==> config.mk <==
export PLATFORM = sky130hd
export DESIGN_NAME = mtns_ctrl
export DESIGN_NICKNAME = d
export VERILOG_FILES = /design/src/rtl/mtns_pkg.sv /design/src/rtl/mtns_ctrl.sv
export SDC_FILE = /design/constraint.sdc
export NUM_CORES = 1
export LEC_CHECK = 0
export BUFFER_PORTS_ARGS = -buffer_cell sky130_fd_sc_hd__buf_2
export CORE_MARGIN = 3
export CORE_UTILIZATION = 45
export CTS_BUF_LIST = sky130_fd_sc_hd__clkbuf_16
export DETAILED_ROUTE_END_ITERATION = 6
export PLACE_DENSITY_LB_ADDON = 0.12
export SYNTH_ARGS = -nofsm -noshare
export SYNTH_HDL_FRONTEND = slang
export SYNTH_SLANG_ARGS = --single-unit
export TNS_END_PERCENT = 30
==> constraint.sdc <==
create_clock -name aclk -period 1.34 [get_ports aclk]
set_clock_uncertainty 0.05 [all_clocks]
set_input_delay 0.067 -clock aclk [delete_from_list [all_inputs] [get_ports aclk]]
set_output_delay 0.067 -clock aclk [all_outputs]
set_load 0.005 [all_outputs]
==> src/rtl/mtns_pkg.sv <==
// Shared types and constants for the mass tolerance nearest search block.
`default_nettype none

package mtns_pkg;

    localparam int MASS_W = 40;
    localparam int ERR_W  = 24;
    localparam int CFG_W  = 24;

    localparam logic [CFG_W-1:0] WATER_OFFSET_RESET = 24'd1180640;
    localparam logic [CFG_W-1:0] TOLERANCE_RESET    = 24'd65536;

    localparam logic CFG_WATER_OFFSET = 1'b0;
    localparam logic CFG_TOLERANCE    = 1'b1;

    typedef enum logic [1:0] {
        OP_CLEAR  = 2'd0,
        OP_APPEND = 2'd1,
        OP_QUERY  = 2'd2
    } opcode_t;

    typedef enum logic [3:0] {
        ST_IDLE,
        ST_PROBE,
        ST_PEVAL,
        ST_PDEC,
        ST_FEVAL,
        ST_FDEC,
        ST_DOWN,
        ST_DN_EVAL,
        ST_DN_DEC,
        ST_UP,
        ST_UP_EVAL,
        ST_UP_DEC,
        ST_UP_NEXT,
        ST_RESULT,
        ST_MISS
    } state_t;

    typedef enum logic [3:0] {
        DP_NOP,
        DP_CLEAR,
        DP_APPEND,
        DP_START,
        DP_RD_MID,
        DP_RD_LO,
        DP_RD_DEC,
        DP_RD_POS_UP,
        DP_RD_INC,
        DP_EVAL,
        DP_HIT,
        DP_GO_HI,
        DP_GO_LO,
        DP_BEST,
        DP_OUT_HIT,
        DP_OUT_MISS
    } dp_op_t;

    typedef struct packed {
        logic count_zero;
        logic lo_lt_hi;
        logic hit;
        logic above;
        logic addr_zero;
        logic pos_top;
        logic addr_top;
        logic out_free;
        logic overflow;
    } dp_stat_t;

endpackage

`default_nettype wire

==> src/rtl/mtns_ctrl.sv <==
// Controller state machine that sequences the search, the scan and the result.
`default_nettype none

module mtns_ctrl
    import mtns_pkg::*;
(
    input  wire logic                aclk,
    input  wire logic                aresetn,
    input  wire logic                s_valid,
    input  wire logic [1:0]          s_opcode,
    output logic                     s_ready,
    input  wire dp_stat_t            stat,
    output dp_op_t                   dp_op
);

    state_t state_reg;
    state_t state_next;

    always_ff @(posedge aclk) begin
        if (!aresetn) begin
            state_reg <= ST_IDLE;
        end else begin
            state_reg <= state_next;
        end
    end

    always_comb begin
        state_next = state_reg;
        unique case (state_reg)
            ST_IDLE: begin
                if (s_valid && (opcode_t'(s_opcode) == OP_QUERY)) begin
                    state_next = stat.count_zero ? ST_MISS : ST_PROBE;
                end
            end
            ST_PROBE:   state_next = stat.lo_lt_hi ? ST_PEVAL : ST_FEVAL;
            ST_PEVAL:   state_next = ST_PDEC;
            ST_PDEC:    state_next = stat.hit ? ST_DOWN : ST_PROBE;
            ST_FEVAL:   state_next = ST_FDEC;
            ST_FDEC:    state_next = stat.hit ? ST_DOWN : ST_MISS;
            ST_DOWN:    state_next = stat.addr_zero ? ST_UP : ST_DN_EVAL;
            ST_DN_EVAL: state_next = ST_DN_DEC;
            ST_DN_DEC:  state_next = stat.hit ? ST_DOWN : ST_UP;
            ST_UP:      state_next = stat.pos_top ? ST_RESULT : ST_UP_EVAL;
            ST_UP_EVAL: state_next = ST_UP_DEC;
            ST_UP_DEC:  state_next = stat.hit ? ST_UP_NEXT : ST_RESULT;
            ST_UP_NEXT: state_next = stat.addr_top ? ST_RESULT : ST_UP_EVAL;
            ST_RESULT: begin
                if (stat.out_free) begin
                    state_next = ST_IDLE;
                end
            end
            ST_MISS: begin
                if (stat.out_free) begin
                    state_next = ST_IDLE;
                end
            end
            default:    state_next = ST_IDLE;
        endcase
    end

    always_comb begin
        s_ready = 1'b0;
        dp_op   = DP_NOP;
        unique case (state_reg)
            ST_IDLE: begin
                s_ready = 1'b1;
                if (s_valid) begin
                    unique case (opcode_t'(s_opcode))
                        OP_CLEAR:  dp_op = DP_CLEAR;
                        OP_APPEND: dp_op = DP_APPEND;
                        OP_QUERY:  dp_op = DP_START;
                        default:   dp_op = DP_NOP;
                    endcase
                end
            end
            ST_PROBE:   dp_op = stat.lo_lt_hi ? DP_RD_MID : DP_RD_LO;
            ST_PEVAL:   dp_op = DP_EVAL;
            ST_PDEC: begin
                priority if (stat.hit) begin
                    dp_op = DP_HIT;
                end else if (stat.above) begin
                    dp_op = DP_GO_HI;
                end else begin
                    dp_op = DP_GO_LO;
                end
            end
            ST_FEVAL:   dp_op = DP_EVAL;
            ST_FDEC:    dp_op = stat.hit ? DP_HIT : DP_NOP;
            ST_DOWN:    dp_op = stat.addr_zero ? DP_NOP : DP_RD_DEC;
            ST_DN_EVAL: dp_op = DP_EVAL;
            ST_DN_DEC:  dp_op = stat.hit ? DP_BEST : DP_NOP;
            ST_UP:      dp_op = stat.pos_top ? DP_NOP : DP_RD_POS_UP;
            ST_UP_EVAL: dp_op = DP_EVAL;
            ST_UP_DEC:  dp_op = stat.hit ? DP_BEST : DP_NOP;
            ST_UP_NEXT: dp_op = stat.addr_top ? DP_NOP : DP_RD_INC;
            ST_RESULT:  dp_op = stat.out_free ? DP_OUT_HIT : DP_NOP;
            ST_MISS:    dp_op = stat.out_free ? DP_OUT_MISS : DP_NOP;
            default:    dp_op = DP_NOP;
        endcase
    end

endmodule

`default_nettype wire

# Word-level counts from Yosys, hierarchy flattened
# Cells that the tools add are included.
# word_totals
register_bits	4
in_bits	14
output_inout_bits	5
wordCells	52
# classes
n_eq_ne	18
muxes	26
n_reduce_logical	7
# op_table
operator	n
case mux 4 bit (14 select lines)	1
2-to-1 mux 4 bit	11
case mux 4 bit (11 select lines)	1
equality test 4 bit (second input constant)	7
2-to-1 mux 3 bit	8
equality test 4 x 3 -> 1 bit (second input constant)	4
equality test 4 x 2 -> 1 bit (second input constant)	2
case mux 2 bit (3 select lines)	1
equality test 4 x 1 -> 1 bit (second input constant)	1
zero test 4 bit	1
OR reduction 2 bit	2
OR reduction 4 bit	1
2-to-1 mux 1 bit	3
equality test 2 x 1 -> 1 bit (second input constant)	1
equality test 2 bit (second input constant)	1
zero test 2 bit	1
2-to-1 mux 2 bit	1
!= test 2 x 1 -> 1 bit (second input constant)	1
!= test 2 bit (second input constant)	1
AND reduction 2 bit	1
logical AND 1 bit	1

# Logic depth before layout (Yosys ltp)
# Gate-level depths: netlist of run 1.
# depth
word_depth	4
ltp_mapped	7
ltp_nobuf	6

# Least setup slack after synthesis of run 1
# No wires, ideal clock.
# synth_path
kind	flip-flop to flip-flop
start	reg state_reg[2]
end	reg state_reg[1]
setup_ns	0.088
arrival_ns	1.233
required_ns	1.202
path_slack_ns	-0.031
stages_incl_launch_ff	7
path_buffers	1
period_less_slack_ns	1.371
cell_sequence	dfxtp_1 -> buf_2 -> nand2_1 -> or3_1 -> a21oi_1 -> nor2_1 -> a311oi_2
# synth_via
elab_chain_len	4
elab_cells_between_ends	20
classes_between	eq/ne (16); mux (1); reduce/logical (3)
# synth_lines
element	line	text
start: declaration	mtns_ctrl.sv:16	state_t state_reg;
start signal: assignment	mtns_ctrl.sv:23	state_reg <= state_next;
equality test 4 bit	mtns_ctrl.sv:29	unique case (state_reg)
OR reduction 2 bit (no line)	-	
!= test 2 x 1 -> 1 bit (no line)	-	
AND reduction 2 bit (no line)	-	
# Parallel ways exist; a longest one is shown, timed or not.
# A chain may end at the register's enable or synchronous reset.

# Worst setup path after layout of run 1
# layout_path
start	reg state_reg[1]
end	out dp_op[2]
# layout_via
elab_chain_len	3
elab_cells_between_ends	18
classes_between	eq/ne (14); mux (1); reduce/logical (3)
# layout_lines
element	line	text
equality test 4 bit, or another cell as far along	mtns_ctrl.sv:64	unique case (state_reg)
OR reduction 4 bit (no line) / OR reduction 2 bit (equally long branches)	-	
case mux 4 bit (11 select lines) *	mtns_ctrl.sv:64	
end: declaration	mtns_ctrl.sv:13	output dp_op_t dp_op
# Every way passes the cells marked *; elsewhere a longest branch is shown, timed or not.

==> impl_results.md, run 1 <==
- Endpoint required time on the critical path: ~1.2 ns
- Flop2flop setup slack: -0.27 ns
- Top achievable clock speed: 0.560 GHz
- Placement-stage cell area: approximately 910 um^2
- Met3 GRT Util: 0.108
- Ratio of routed vias to standard cells: between 7 and 8
- Top cell type's share of synthesized area: 0.119
- Final net count: approximately 170
- Slowest Stage Delay on Critical Path: 0.37 ns
- Clock Tree Buf Depth: 2
- Cell family with most CP delay: flip-flops
- Number of input and output port buffers inserted: 17
- Worst Hold End: state_reg[1]
- Die Area: about 0.0020 mm^2
- Pin slew with the least headroom to its limit: between 0.3 and 0.4 ns
- Syn Area/Cell: 6.30 um^2
- Largest net degree at the start of global routing: 14
- Fin area: about 0.0013 mm^2
- Row cnt: 13
- Share of layout cells above drive strength 1: 0.527
- Yosys warnings: 0
- Gp weighted congestion: between 0.8 and 0.9
- Slew headroom: 0.773
- Worst R2R End: state_reg[1]
- Antenna diode count: 0
- Most used routing layer in global routing: met2
- Kind of start point of the critical path: flip-flop
- Starting DRC count in detailed routing: between 100 and 150
- Power, Total: between 3 and 4 mW
- Critical register-to-register path startpoint: state_reg[2]
- Post-Route Hold Slack: roughly 0.086 ns
- Number of placed I/O pins: 19
- Reg2reg path depth: 6
- Standard cell with the maximum stage delay on the critical path: sky130_fd_sc_hd__dfxtp_4
- Final Slew Violations: 0
- Number of maximum-capacitance constraint violations: 0
- Clock root buffer: sky130_fd_sc_hd__clkbuf_16
- Count of buffering cells on the critical path with inverters included: 2
- Min-Delay Path Depth: 3
- Failing checks: setup timing
- Synth top cells by count: 11 x sky130_fd_sc_hd__nand2_1, 10 x sky130_fd_sc_hd__nor2_1, 9 x sky130_fd_sc_hd__o21ai_0
- Die Y: between 40 and 50 um
- Endpoints failing setup: 9
- Post-layout minimum cycle time: around 1.8 ns
- Flip-flop and latch count after synthesis: 4
- Met1 capacity usage during global routing: 0.462
- CTS clock-pin slew for the worst setup and hold paths: roughly 0.030 ns
- Cell-by-cell trace of the critical path: xnor2_4 > buf_4 > mux2i_1 > nand2_1 > nand3_1 > buf_2
- Path type of the worst min-delay path: input pin to flip-flop
- Total number of vias: between 1000 and 1500
- Met2 demand-to-capacity share in global routing: 0.639
- Top fanout value on the critical path: 5
- CTS HTree Levels: 1
- Final Non-Filler Cells: approximately 170
- Share of the clock period used by the worst path after layout: 1.33
- All-Layer GR Usage: 0.377
- Number of search-and-repair iterations in the first detailed-routing pass: 5
- Worst ir drop on vdd: 1.75 mV
- Top cells by area in the synthesized netlist: sky130_fd_sc_hd__dfxtp_1 12%, sky130_fd_sc_hd__o21ai_0 6.7%, sky130_fd_sc_hd__nand2_1 6.1%
- Power density over the cells: 2770 mW/mm^2
- Predominant post-synthesis flop cell: sky130_fd_sc_hd__dfxtp_1
- RSZ-0062 raised after global routing: yes
- Most instantiated library cell after synthesis: sky130_fd_sc_hd__nand2_1
- Crit Path Category: flip-flop to output port
- Unique masters post-synth: 38
- Overflow left after global routing: 0
- Initial antenna violation count: 0
- Post-synthesis cell type with the largest combined area: sky130_fd_sc_hd__dfxtp_1
- Share of the yosys chip area belonging to registers: 0.119
- Critical path data arrival time: 1.67 ns
- Count of unresolved DRC violations after routing: 0
- Static Leakage: 0.558 nW
- Via count of the first global-routing pass: 1023
- Number of flip-flops in the largest register: 4
- Cells after synthesis: between 100 and 150
- Post-detailed-route count of antenna-violating nets: 0
- EDFF count, synth: 0
- Total wire length after detailed routing: ~4300 um
- Least setup slack across all paths after layout: -0.445 ns
- CTS Buf Count: 3
- Hold-fix buffers, CTS: 0
- Starting utilization of the core area: 0.500
- Outcome: complete, but fails checks
- Area of the core: ~0.0014 mm^2
- Source-to-sink clock delay at the later pin of the worst-skew pair: roughly 0.23 ns
- Area overhead of the layout relative to synthesis: 91.7%
- Startpoint of the worst hold path: aresetn
- Synthesized net count: roughly 120
- Hold violation count in the final report: 0
- CTS tree: yes
- Post-Synthesis Cell Area: 674 um^2
- Endpoint kind of the worst setup timing path: output port
- Number of placed instances, taps included: 151
- DP HPWL: between 1500 and 2000 um
- Asr flop ratio synth: 0
- Setup TNS: -2.11 ns
- TritonCTS Sinks: 4
- Average detailed-routed wire length per instance: 26.3 um
- Die Width: 44.7 um
- Global-route wire length before repair: approximately 5400 um
worst register-to-register path, cell delays in order (launching register included):
cell and delay (ns):
sky130_fd_sc_hd__dfxtp_4 0.36, sky130_fd_sc_hd__bufbuf_16 0.27, sky130_fd_sc_hd__nor2_4 0.14, sky130_fd_sc_hd__nand3_1 0.13, sky130_fd_sc_hd__a21oi_1 0.20, sky130_fd_sc_hd__nor2_1 0.09, sky130_fd_sc_hd__a311oi_2 0.26
per-layer routing:
layer	vias to the layer above	wire length (um)
li1	476	-
met2	157	1810
met3	56	689
met1	545	1420
met4	0	419
met5	-	0
layout make-up:
class	count	area, um^2
Clock buffer	3	75.1
Fill cell	33	57.6
Inverter	8	30.0
Multi-Input combinational cell	85	659
Sequential cell	4	95.1
Tap cell	15	18.8
Timing Repair Buffer	50	414
placed cells by master (no fill, tap or decap), types with 2 or more instances in the layout:
cell type                   synthesis  layout
sky130_fd_sc_hd__a21oi_1            8       4
sky130_fd_sc_hd__nand2_2            0       2
sky130_fd_sc_hd__buf_4              0      22
sky130_fd_sc_hd__nand2b_4           0       2
sky130_fd_sc_hd__buf_6              0       9
sky130_fd_sc_hd__or3_1              2       2
sky130_fd_sc_hd__o21ai_1            1       6
sky130_fd_sc_hd__dfxtp_4            0       4
sky130_fd_sc_hd__o211ai_1           2       2
sky130_fd_sc_hd__nor2_1            10       8
sky130_fd_sc_hd__mux2i_1            2       2
sky130_fd_sc_hd__nand3b_1           4       4
sky130_fd_sc_hd__buf_2              6      16
sky130_fd_sc_hd__nand2_1           11       9
sky130_fd_sc_hd__clkbuf_16          0       3
sky130_fd_sc_hd__o21ai_0            9       4
sky130_fd_sc_hd__inv_1              8       8
sky130_fd_sc_hd__a31oi_1            4       2
sky130_fd_sc_hd__nand2b_1           5       3
sky130_fd_sc_hd__a21oi_2            0       4
sky130_fd_sc_hd__nand3_1            3       3
what timing repair did:
action	in CTS	in global routing
gates cloned	1	0
pin swaps	16	9
endpoints found under the setup margin	9	9
setup buffers	6	4
resized for setup	42	9
cell families after synthesis:
logic type,Yosys count,synth area share
simple gates,45,0.362
fa+ha+maj,1,0.0185
flops,4,0.119
mux,2,0.0297
compound gates,36,0.347
xor+xnor,1,0.0130
buf+inv,18,0.111
how the worst max path moves through the flow:
stage / start / endpoint / slack (ns) / cells after the start
after global routing: state_reg[2] / dp_op[2] / -0.48 / 7
after detailed placement: state_reg[2] / state_reg[2] / -0.19 / 5
after global placement: state_reg[2] / state_reg[3] / -0.17 / 6
after CTS: state_reg[2] / dp_op[1] / -0.16 / 6
final: state_reg[1] / dp_op[2] / -0.45 / 6
after floorplan: state_reg[1] / dp_op[1] / -0.002 / 5
power breakdown:
group / total [mW] / switching (mW) / leakage (nW) / internal (mW)
clock: 0.476 / 0.0937 / 0.0370 / 0.382
combinational: 2.77 / 1.37 / 0.485 / 1.40
sequential: 0.338 / 0.136 / 0.0356 / 0.202
total: 3.58 / 1.60 / 0.558 / 1.98
metrics by stage:
step            util  setup WS (ns)
2_1_floorplan      -       -0.00181
3_3_place_gp   0.675         -0.175
3_5_place_dp   0.675         -0.189
4_1_cts        0.908         -0.164
5_1_grt        0.957         -0.484
6_report       0.957         -0.445
(Power assumes the default switching activity.)
==> inputs of run 2 (changes only) <==
--- a/config.mk
+++ b/config.mk
@@ -7,7 +7,7 @@
 export LEC_CHECK = 0
 export BUFFER_PORTS_ARGS = -buffer_cell sky130_fd_sc_hd__buf_2
 export CORE_MARGIN = 3
-export CORE_UTILIZATION = 45
+export CORE_UTILIZATION = 50
 export CTS_BUF_LIST = sky130_fd_sc_hd__clkbuf_16
 export DETAILED_ROUTE_END_ITERATION = 6
 export PLACE_DENSITY_LB_ADDON = 0.12
==> constraint.sdc (replaced) <==
create_clock -name aclk -period 1.7 [get_ports aclk]
set_clock_uncertainty 0.05 [all_clocks]
set_input_delay 0.085 -clock aclk [delete_from_list [all_inputs] [get_ports aclk]]
set_output_delay 0.085 -clock aclk [all_outputs]
set_load 0.005 [all_outputs]
==> run 2 against run 1 <==
Effect of this change:
- the run now ends clean
- clock power fell by 24%
- routed wire length fell by 55%
- setup slack better by 0.55 ns
- combinational power is 62% lower
- sequential share of layout area is 2.5 points higher
- flip-flop and latch count unchanged
- critical path type is now flip-flop to flip-flop
- largest cell class unchanged
- largest power group unchanged
==> impl_results.md, run 2 (synthesized netlist as in run 1, its figures left out) <==
- Outcome: finished, final reports clean
- Starting DRC count in detailed routing: 33 (-75%)
- Largest net degree at the start of global routing: 16 (+2)
- Endpoint kind of the worst setup timing path: flip-flop
- Standard cell with the maximum stage delay on the critical path: sky130_fd_sc_hd__dfxtp_4
- Start point of the critical path: state_reg[1]
- Clock Tree Buf Depth: 2 (unchanged)
- CTS tree: yes
- Area overhead of the layout relative to synthesis: 35.1%
- Top fanout value on the critical path: 8 (+3)
- Antenna diode count: 0 (unchanged)
- TritonCTS Sinks: 4 (unchanged)
- Ratio of routed vias to standard cells: 6.21 (-17%)
- Slew headroom: 0.764 (-0.00896)
- Top achievable clock speed: 0.626 GHz
- Final Slew Violations: 0 (unchanged)
- CTS HTree Levels: 1 (unchanged)
- Worst R2R End: state_reg[1]
- DP HPWL: 1400 um (-16%)
- CTS clock-pin slew for the worst setup and hold paths: 0.03 ns (about the same)
- Crit Path Category: flip-flop to flip-flop
- Hold violation count in the final report: 0 (unchanged)
- Critical path endpoint: state_reg[1]
- Initial antenna violation count: 0 (unchanged)
- Clock root buffer: sky130_fd_sc_hd__clkbuf_16
- Reg2reg path depth: 6 (unchanged)
- Worst ir drop on vdd: 1.10 mV (-37%)
- Endpoint required time on the critical path: 1.77 ns (+0.55 ns)
- Average detailed-routed wire length per instance: 13.6 um (-48%)
- Global-route wire length before repair: 3280 um (-39%)
- Slowest Stage Delay on Critical Path: 0.36 ns (about the same)
- Number of search-and-repair iterations in the first detailed-routing pass: 4 (-1)
- Via count of the first global-routing pass: 773 (-24%)
- Static Leakage: 0.384 nW (-31%)
- Post-layout minimum cycle time: 1.60 ns
- Commonest non-fill, non-tap cell in the layout: sky130_fd_sc_hd__buf_2
- Endpoints failing setup: 0 (-9)
- Number of placed I/O pins: 19 (unchanged)
- Die Width: 42.7 um (-4.4%)
- Area of the core: 0.00119 mm^2 (-12%)
- All-Layer GR Usage: 0.230 (-0.147)
- Pin slew with the least headroom to its limit: 0.351 ns (+0.0130 ns)
- Most prevalent standard cell on the critical path: sky130_fd_sc_hd__nor2_1
- Starting utilization of the core area: 0.569 (+0.0690)
- Share of layout cells above drive strength 1: 0.313 (-0.214)
- Power, Total: 1.68 mW (-53%)
- Kind of start point of the critical path: flip-flop
- Setup TNS: 0 ns (+2.11 ns)
- Total number of vias: 882 (-29%)
- Row cnt: 12 (-1)
- Post-detailed-route count of antenna-violating nets: 0 (unchanged)
- Source-to-sink clock delay at the later pin of the worst-skew pair: 0.22 ns (about the same)
- Final net count: 145 (-13%)
- Commonest non-fill, non-tap cells in the layout: 17 x sky130_fd_sc_hd__buf_2, 11 x sky130_fd_sc_hd__nand2_1, 11 x sky130_fd_sc_hd__buf_4
- Count of unresolved DRC violations after routing: 0 (unchanged)
- Number of input and output port buffers inserted: 17 (unchanged)
- Path type of the worst min-delay path: input pin to flip-flop
- Critical register-to-register path startpoint: state_reg[1]
- Power density over the cells: 1840 mW/mm^2 (-33%)
- Share of the clock period used by the worst path after layout: 0.940
- Number of maximum-capacitance constraint violations: 0 (unchanged)
- Cell-by-cell trace of the critical path: buf_4 > nor2_1 > nor2_1 > a31oi_1 > a21oi_1 > a311oi_2
- Critical path data arrival time: 1.67 ns (about the same)
- RSZ-0062 raised after global routing: no
- Gp weighted congestion: 0.865 (+3.1%)
- Number of flip-flops in the largest register: 4 (unchanged)
- Total wire length after detailed routing: 1940 um (-55%)
- CTS Buf Count: 3 (unchanged)
- Flop2flop setup slack: 0.10 ns (+0.37 ns)
- Fill cells: 106 (+220%)
- Die Area: 0.00183 mm^2 (-8.7%)
- Overflow left after global routing: 0 (unchanged)
- Die Y: 42.7 um (-4.4%)
==> run 2: per-layer routing <==
metal	vias up	part of all wire	wire length [um]	GRT usage
li1	435	-	-	-
met1	403	0.44	849	0.290
met2	37	0.48	921	0.353
met3	7	0.067	129	0.0720
met4	0	0.019	36	0.0994
met5	-	0	0	0
==> run 2: power breakdown <==
part	leakage, nW	total (mW)	switching, mW	internal [mW]
combinational	0.312	1.06	0.558	0.503
sequential	0.0350	0.255	0.103	0.152
clock	0.0370	0.363	0.0628	0.300
==> run 2: what timing repair did <==
item / 4_1_cts / 5_1_grt
setup buffers: 0 / 0
hold buffers: 0 / 0
setup endpoints to repair: 3 / 6
resized for setup: 1 / 7
==> run 2: critical path: cells and delay by family (launching register included) <==
kind / cells / cell delay, ns
compound gates: 3 / 0.66
simple gates: 2 / 0.25
buf+inv: 1 / 0.17
flops: 1 / 0.36
==> run 2: cell type report <==
cell class / instances / area (um^2) / area share
well taps: 14 / 17.5 / 0.0192
repair buffers: 28 / 168 / 0.184
clock buffers: 3 / 75.1 / 0.0824
inverters: 8 / 30.0 / 0.0330
multi-input cells: 85 / 531 / 0.582
flip-flops and latches: 4 / 90.1 / 0.0989
==> run 2: stage by stage <==
step | hold slack (ns) | cells | setup WS (ns) | util | cell area, um^2
final | 0.0765 | 142 | 0.103 | 0.768 | 911
after CTS | 0.0815 | 142 | 0.00224 | 0.751 | 891
after floorplan | 0.162 | 107 | 0.329 | - | 674
after detailed placement | 0.297 | 139 | 0.0350 | 0.687 | 815
after global placement | 0.296 | 139 | 0.0697 | 0.687 | 815
after global routing | 0.0843 | 142 | 0.00136 | 0.768 | 911
==> run 2: worst min path at each step <==
stage / start / to / slack [ns] / cells past startpoint
floorplan: aresetn / state_reg[1] / 0.16 / 2
global placement: aresetn / state_reg[1] / 0.30 / 3
detailed placement: aresetn / state_reg[0] / 0.30 / 2
CTS: aresetn / state_reg[1] / 0.08 / 3
global route: aresetn / state_reg[1] / 0.08 / 3
finish: aresetn / state_reg[1] / 0.08 / 3
